==> config.mk <==
export PLATFORM = sky130hd
export DESIGN_NAME = button_debounce_long_press
export DESIGN_NICKNAME = d
export VERILOG_FILES = /design/src/hw/rtl/bdl_pkg.sv /design/src/hw/rtl/bdl_core.sv /design/src/hw/rtl/button_debounce_long_press.sv
export VERILOG_INCLUDE_DIRS = /design/src /design/src/hw/rtl
export SDC_FILE = /design/constraint.sdc
export NUM_CORES = 1
export LEC_CHECK = 0
export BUFFER_PORTS_ARGS = -buffer_cell sky130_fd_sc_hd__buf_2
export CORE_UTILIZATION = 40
export CTS_BUF_LIST = sky130_fd_sc_hd__clkbuf_16
export DETAILED_ROUTE_END_ITERATION = 8
export PLACE_DENSITY_LB_ADDON = 0.3
export SKIP_LAST_GASP = 1
export SLEW_MARGIN = 20
export SYNTH_ARGS = -nofsm -noshare
export SYNTH_HDL_FRONTEND = slang
export SYNTH_SLANG_ARGS = --single-unit
==> constraint.sdc <==
create_clock -name clock -period 4.86 [get_ports clock]
set_clock_uncertainty 0.1 [all_clocks]
set_input_delay 0.243 -clock clock [delete_from_list [all_inputs] [get_ports clock]]
set_output_delay 0.243 -clock clock [all_outputs]
set_load 0.005 [all_outputs]
==> src/hw/rtl/assert_macros.svh <==
// Assertion macros used by the debounce core RTL file.
`ifndef ASSERT_MACROS_SVH
`define ASSERT_MACROS_SVH

// Same-cycle implication, disabled during reset.
`define ASSERT_IMPLIES(label, clk, rst, ante, cons) \
   label: assert property (@(posedge clk) disable iff (rst) (ante) |-> (cons)) \
      else $error("assertion failed: label");

// Next-cycle implication, disabled during reset.
`define ASSERT_NEXT(label, clk, rst, ante, cons) \
   label: assert property (@(posedge clk) disable iff (rst) (ante) |=> (cons)) \
      else $error("assertion failed: label");

`endif

==> src/hw/rtl/bdl_pkg.sv <==
// Shared types and constants of the button debounce and long-press block.
`timescale 1ns / 1ps

package bdl_pkg;

   localparam int TIMER_WIDTH_DEFAULT = 16;
   localparam int CFG_WIDTH           = 16;
   localparam int CSR_INDEX_WIDTH     = 8;

   // Register indexes of the configuration port
   localparam logic [CSR_INDEX_WIDTH-1:0] REG_DEBOUNCE   = 8'd0;
   localparam logic [CSR_INDEX_WIDTH-1:0] REG_LONG_PRESS = 8'd1;
   localparam logic [CSR_INDEX_WIDTH-1:0] REG_REPEAT     = 8'd2;

   // Register reset values
   localparam logic [CFG_WIDTH-1:0] DEBOUNCE_RESET   = 16'd30;
   localparam logic [CFG_WIDTH-1:0] LONG_PRESS_RESET = 16'd600;
   localparam logic [CFG_WIDTH-1:0] REPEAT_RESET     = 16'd200;

   typedef enum logic [1:0] {
      EV_NONE       = 2'd0,
      EV_SHORT      = 2'd1,
      EV_LONG_START = 2'd2,
      EV_REPEAT     = 2'd3
   } event_type;

   typedef struct packed {
      logic [CFG_WIDTH-1:0] debounce_ticks;
      logic [CFG_WIDTH-1:0] long_press_ticks;
      logic [CFG_WIDTH-1:0] repeat_ticks;
   } cfg_type;

endpackage

==> src/hw/rtl/bdl_core.sv <==
// Debounce filter and press classifier state, one sample per accepted item.
`timescale 1ns / 1ps
`include "assert_macros.svh"

module bdl_core
   import bdl_pkg::*;
#(
   parameter int TIMER_WIDTH = TIMER_WIDTH_DEFAULT
) (
   input  logic      clock,
   input  logic      reset,
   input  logic      step,
   input  logic      level,
   input  cfg_type   cfg,
   output event_type event_code
);

   localparam int CMP_WIDTH = (TIMER_WIDTH > CFG_WIDTH) ? TIMER_WIDTH : CFG_WIDTH;

   typedef enum logic [1:0] {
      ST_IDLE    = 2'd0,
      ST_PRESSED = 2'd1,
      ST_LONG    = 2'd2
   } state_type;

   logic                   candidate_ff, candidate_in;
   logic                   stable_ff, stable_in;
   logic [TIMER_WIDTH-1:0] settle_ff, settle_in;
   logic [TIMER_WIDTH-1:0] hold_ff, hold_in;
   state_type              state_ff, state_in;

   logic                   commit;
   logic                   press_edge;
   logic                   release_edge;
   logic [TIMER_WIDTH-1:0] hold_inc;

   // Restart the settle timer on a changed sample, otherwise count up and saturate
   always_comb begin
      candidate_in = level;
      if (level != candidate_ff) begin
         settle_in = '0;
      end else if (settle_ff == '1) begin
         settle_in = settle_ff;
      end else begin
         settle_in = settle_ff + 1'b1;
      end
   end

   // Commit the candidate once it has held long enough
   assign commit = (CMP_WIDTH'(settle_in) >= CMP_WIDTH'(cfg.debounce_ticks)) &&
                   (candidate_in != stable_ff);
   assign press_edge   = commit && stable_ff;
   assign release_edge = commit && !stable_ff;
   assign stable_in    = commit ? candidate_in : stable_ff;

   assign hold_inc = (hold_ff == '1) ? hold_ff : hold_ff + 1'b1;

   // Classify the press from edges and the hold timer
   always_comb begin
      state_in   = state_ff;
      hold_in    = hold_ff;
      event_code = EV_NONE;
      unique case (state_ff)
         ST_PRESSED: begin
            hold_in = hold_inc;
            if (release_edge) begin
               state_in   = ST_IDLE;
               event_code = EV_SHORT;
            end else if (CMP_WIDTH'(hold_inc) >= CMP_WIDTH'(cfg.long_press_ticks)) begin
               state_in   = ST_LONG;
               hold_in    = '0;
               event_code = EV_LONG_START;
            end
         end
         ST_LONG: begin
            hold_in = hold_inc;
            if (release_edge) begin
               state_in = ST_IDLE;
            end else if (CMP_WIDTH'(hold_inc) >= CMP_WIDTH'(cfg.repeat_ticks)) begin
               hold_in    = '0;
               event_code = EV_REPEAT;
            end
         end
         default: begin
            // idle, and the unused code, which behaves as idle
            if (press_edge) begin
               state_in = ST_PRESSED;
               hold_in  = '0;
            end
         end
      endcase
   end

   // Hold state between items, advance on each accepted sample
   always_ff @(posedge clock) begin
      if (reset) begin
         candidate_ff <= 1'b1;
         stable_ff    <= 1'b1;
         settle_ff    <= '0;
         hold_ff      <= '0;
         state_ff     <= ST_IDLE;
      end else if (step) begin
         candidate_ff <= candidate_in;
         stable_ff    <= stable_in;
         settle_ff    <= settle_in;
         hold_ff      <= hold_in;
         state_ff     <= state_in;
      end
   end

   `ASSERT_IMPLIES(a_short_from_pressed, clock, reset, step && event_code == EV_SHORT, state_ff == ST_PRESSED && release_edge)
   `ASSERT_NEXT(a_long_start_clears_hold, clock, reset, step && event_code == EV_LONG_START, state_ff == ST_LONG && hold_ff == '0)
   `ASSERT_NEXT(a_stable_holds_when_idle, clock, reset, !step, $stable(stable_ff) && $stable(state_ff))

endmodule

==> src/hw/rtl/button_debounce_long_press.sv <==
// An accepted sample's event is computed combinationally and registered in the result register on accept.
// Throughput: one sample per cycle while the result is taken; the result register frees as it is taken.
// The debounce and press state update once per accepted sample.
// Reset (synchronous) restores the register defaults, released levels, idle state
// and zero timers, and empties the result register.
`timescale 1ns / 1ps

module button_debounce_long_press
   import bdl_pkg::*;
#(
   parameter int TIMER_WIDTH = TIMER_WIDTH_DEFAULT
) (
   input  logic                       clock,
   input  logic                       reset,
   input  logic                       req_valid,
   output logic                       req_ready,
   input  logic                       req_button_level,
   output logic                       rsp_valid,
   input  logic                       rsp_ready,
   output logic [1:0]                 rsp_press_event,
   input  logic                       csr_valid,
   output logic                       csr_ready,
   input  logic [CSR_INDEX_WIDTH-1:0] csr_index,
   input  logic [CFG_WIDTH-1:0]       csr_data
);

   cfg_type   cfg_ff;
   event_type event_code;
   event_type event_ff;
   logic      rsp_valid_ff;
   logic      accept;

   assign csr_ready = 1'b1;
   assign req_ready = !rsp_valid_ff || rsp_ready;
   assign accept    = req_valid && req_ready;

   // Write configuration registers; drop writes to unknown indexes
   always_ff @(posedge clock) begin
      if (reset) begin
         cfg_ff.debounce_ticks   <= DEBOUNCE_RESET;
         cfg_ff.long_press_ticks <= LONG_PRESS_RESET;
         cfg_ff.repeat_ticks     <= REPEAT_RESET;
      end else if (csr_valid) begin
         unique case (csr_index)
            REG_DEBOUNCE:   cfg_ff.debounce_ticks   <= csr_data;
            REG_LONG_PRESS: cfg_ff.long_press_ticks <= csr_data;
            REG_REPEAT:     cfg_ff.repeat_ticks     <= csr_data;
            default: ;
         endcase
      end
   end

   bdl_core #(
      .TIMER_WIDTH (TIMER_WIDTH)
   ) u_core (
      .clock      (clock),
      .reset      (reset),
      .step       (accept),
      .level      (req_button_level),
      .cfg        (cfg_ff),
      .event_code (event_code)
   );

   // Load the result register on accept, hold it until taken
   always_ff @(posedge clock) begin
      if (reset) begin
         rsp_valid_ff <= 1'b0;
      end else if (accept) begin
         rsp_valid_ff <= 1'b1;
      end else if (rsp_ready) begin
         rsp_valid_ff <= 1'b0;
      end
   end

   always_ff @(posedge clock) begin
      if (accept) begin
         event_ff <= event_code;
      end
   end

   assign rsp_valid       = rsp_valid_ff;
   assign rsp_press_event = event_ff;

endmodule
==> results list <==
- Cell count after synthesis: 687
- CTS tree: yes
* Max-capacitance violation count: 0
- For the final routed database, the setup TNS stands at 0 ns.
* First-pass GRT wire length: 21300 µm
- When the netlist entered floorplanning its net count stood at 769.
* Vias per cell: 5.37
* Number of storage elements in the synthesis netlist: 87
- Clock tree synthesis found a total of 87 sinks.
- Core footprint: 0.0127 mm²
* DRT Pass-1 Iters: 4
* Share of Yosys cell area claimed by the top area cell type: 32.2%
- The die is 117 µm tall.
* Combinational family with the most area after synthesis: simple AND/OR/NAND/NOR gates
- Setup slack at placement: 0.152 ns
- The die is 117 µm wide.
- Summing the sequential cell areas from Yosys gives 33.4% of the chip area.
* Post-synthesis simple-gate area fraction: 24.2%
- The netlist uses 59 different library cells.
- Htree depth: 3
- The later pin in the worst-skew pair is clocked with a latency of 0.34 ns.
* Total congestion overflow: 0
* Wire length per cell after detailed routing: 14.4 µm
- For this design the top-level I/O count stands at 35.
- Total detailed-routing wirelength: 12700 µm
- Average size of a mapped cell: 7.68 µm²
- The number of hold violations in the final report is 0.
- Proportion of layout cells with a drive suffix above 1: 9.14%
* Required time at the worst-slack endpoint: 5.05 ns
- Worst path arrival time: 4.67 ns
* Largest net degree at the start of global routing: 68
- For this run, design rule violations remaining after detail routing come to 0.
* Worst max-slew margin expressed relative to the limit: 49.9%
- Global placer's final weighted congestion: 0.850
- The largest single stage delay on the critical path is 0.52 ns.
* Class of the worst hold path: in2reg
- Cell types with the largest area share after synthesis: sky130_fd_sc_hd__dfxtp_1 32%, sky130_fd_sc_hd__ha_1 12%, sky130_fd_sc_hd__nand2_1 9.0%, sky130_fd_sc_hd__a21oi_1 7.2%, sky130_fd_sc_hd__nor2_1 4.3%
- Number of nets in the layout: 789
- Cell area after technology mapping: 0.00528 mm²
* Mux share of post-synthesis cell area: 0.806%
* Global-route total usage across every layer: 20.0%
* Slowest CP cell: sky130_fd_sc_hd__or4b_4
* Iteration-0 DRC count of the detailed router: 212
* Remaining number of nets flagged by the antenna check after routing: 0
- IR analysis of the VDD net gives a maximum drop of 0.204 mV.
- Based on the critical path, the design can be clocked at up to 0.223 GHz.
- The initial utilization of the core area, before any placement, comes to 41.5%.
- Number of global-route vias before repair: 4553
- Share of flip-flops with an asynchronous set or reset after synthesis: 0%
* Setup violations, final: 0
* Critical path launch point type: flop
* Critical path peak fanout: 21
- Post-Place Cell Area: 0.00557 mm²
- Root Driver: sky130_fd_sc_hd__clkbuf_16
- Period Utilization, post-route: 92.2%
- The repair_antennas step left the layout with diodes totalling 0.
- Counting flops with a built-in enable in the synthesized netlist gives 2.
- Input and output buffers added on the ports amount to 33.
- DPL Wire Length: 9440 µm
- Of all cell types, the one taking the most synthesized area is sky130_fd_sc_hd__dfxtp_1.
- Number of max-slew violations in the final report: 0
- Area enclosed by the die boundary: 0.0137 mm²
- In the synthesized netlist the dominant register cell turns out to be sky130_fd_sc_hd__dfxtp_1.
- At the pin with the least slew margin, the transition time is 0.751 ns.
* FP Rows: 41
- Of the total synthesized cell area, the portion taken by full adders, half adders and majority gates is 12.3%.
- Final instance area: 0.00590 mm²
* DR vias: 4746
- Number of antenna violations at the first check in global routing: 0
- Synth-to-Final Area Change: 11.7%
* CTS clock-pin slew for the worst setup and hold paths: 0.06 ns
* Count of warnings emitted by yosys: 0
* Power Dens Cells: 258 mW/mm²
* Fraction of synthesized cell area in xor and xnor cells: 3.65%
- Setup repair after global routing left no endpoint under its margin.
* Max Root-Sink Buffers: 2
* Clock buffers created by TritonCTS: 9
- Across all register-to-register paths, the minimum setup slack is 0.38 ns.
* Crit-path most repeated cell: sky130_fd_sc_hd__and3_1
- Setup slack on the critical path of the routed design comes to 0.380 ns.
- The analysis attributes to cell leakage a power of 2.48 nW.
- List of cells traversed by the critical path: ha_1 > and2_1 > and3_1 > nand4_1 > buf_4 > and2_1 > and3_1 > xnor2_1 > nor2_1 > ha_1 > nand2_1 > nor4_2 > or4b_4 > a311oi_4 > o21ai_2 > a31oi_4 > buf_4 > and3_1 > a221o_1
- The smallest clock period supported by the final layout is computed as 4.48 ns.
- The run finished with clean final reports.
- Critical path type: reg2reg
- Critical Path Sink Type: flop
- Synthesized-area fraction occupied by ao, oa, aoi and oai cells: 19.1%
==> where the power goes <==
part	internal (mW)	switching [mW]	leakage (nW)
clock	0.442	0.280	0.152
sequential	0.719	0.00247	0.706
combinational	0.0248	0.0553	1.62
==> layer usage <==
metal / global-route usage (%) / part of all wire (%) / vias to the layer above
met3: 2.63 / 4.1 / 20
met1: 26.8 / 48 / 2221
met2: 32.7 / 45 / 100
li1: - / - / 2405
met4: 8.27 / 2.2 / 0
met5: 0 / 0 / -
==> worst max-delay path: cells and delay by family, from the launching register on <==
| kind | cells | cell delay (ns) |
|---|---|---|
| buf+inv | 2 | 0.47 |
| simple gates | 10 | 2.06 |
| fa+ha+maj | 2 | 0.50 |
| xor+xnor | 1 | 0.14 |
| compound gates | 4 | 0.75 |
| flops | 1 | 0.40 |
==> metrics by stage <==
step / util, % / cells / hold WS (ns) / total power, mW
2_1_floorplan: - / 687 / 0.261 / 0.781
3_3_place_gp: 43.8 / 866 / 0.342 / 0.815
3_5_place_dp: 43.8 / 866 / 0.345 / 0.816
4_1_cts: 46.2 / 881 / 0.0366 / 1.53
5_1_grt: 46.4 / 883 / 0.0666 / 1.57
6_report: 46.4 / 883 / 0.0422 / 1.52
==> sequential cells by signal, summed over array words and instances, names as in the netlist <==
name and count:
u_core.settle_ff 16, cfg_ff 48, rsp_press_event 2, u_core.candidate_ff 1, u_core.stable_ff 1, rsp_valid 1, u_core.hold_ff 16, u_core.state_ff 2
==> placed cells by master (no fill, tap or decap), drive strengths merged, types with 9 or more instances in the layout <==
cell and count:
ha 52, dfxtp 85, nand4 10, inv 60, a22o 9, nor3 9
a21oi 76, clkbuf 9, o21ai 27, and3 20, nand3 12, nor2 60
xnor2 17, nand2 127, buf 39
==> Yosys cell counts, drive strengths merged (3+ instances only) <==
library cell	number
a211o	4
a21o	4
a21oi	76
a221o	5
a22o	9
a22oi	5
a31oi	4
and2	5
and3	20
and4	4
buf	4
clkbuf	26
dfxtp	85
ha	52
inv	58
nand2	127
nand2b	4
nand3	12
nand3b	4
nand4	10
nor2	60
nor2b	5
nor3	9
nor4	3
o211ai	5
o21a	5
o21ai	27
or2	3
or3	4
xnor2	17
xor2	5
==> kinds of logic after synthesis <==
kind of cell	Yosys count
simple gates	275
compound gates	158
buf+inv	88
flops	87
fa+ha+maj	52
xor+xnor	22
mux	4
other cells	1
==> layout make-up <==
type	count	area (µm²)
Clock buffer	9	225
Fill cell	1304	6820
Tap cell	172	215
Multi-Input combinational cell	512	3190
Sequential cell	87	1760
Timing Repair Buffer	39	210
Clock inverter	6	78.8
Inverter	58	218
==> worst paths after layout <==
path | start | endpoint | cells after the start
worst max register to register | u_core.settle_ff[0]$_SDFFE_PP0P_ | u_core.hold_ff[11]$_SDFFE_PP0P_ | 19
worst max-delay path | u_core.settle_ff[0]$_SDFFE_PP0P_ | u_core.hold_ff[11]$_SDFFE_PP0P_ | 19
worst min register to register | cfg_ff[30]$_SDFFE_PP0P_ | cfg_ff[30]$_SDFFE_PP0P_ | 2
worst min-delay path | req_valid | rsp_valid$_SDFFE_PP0P_ | 3
==> timing repair <==
| item | 4_1_cts | 5_1_grt |
|---|---|---|
| endpoints found under the setup margin | 0 | 14 |
| setup buffers | 0 | 2 |
| resized for setup | 0 | 2 |
| hold buffers | 0 | 0 |
Power figures use the tool's default switching activity.
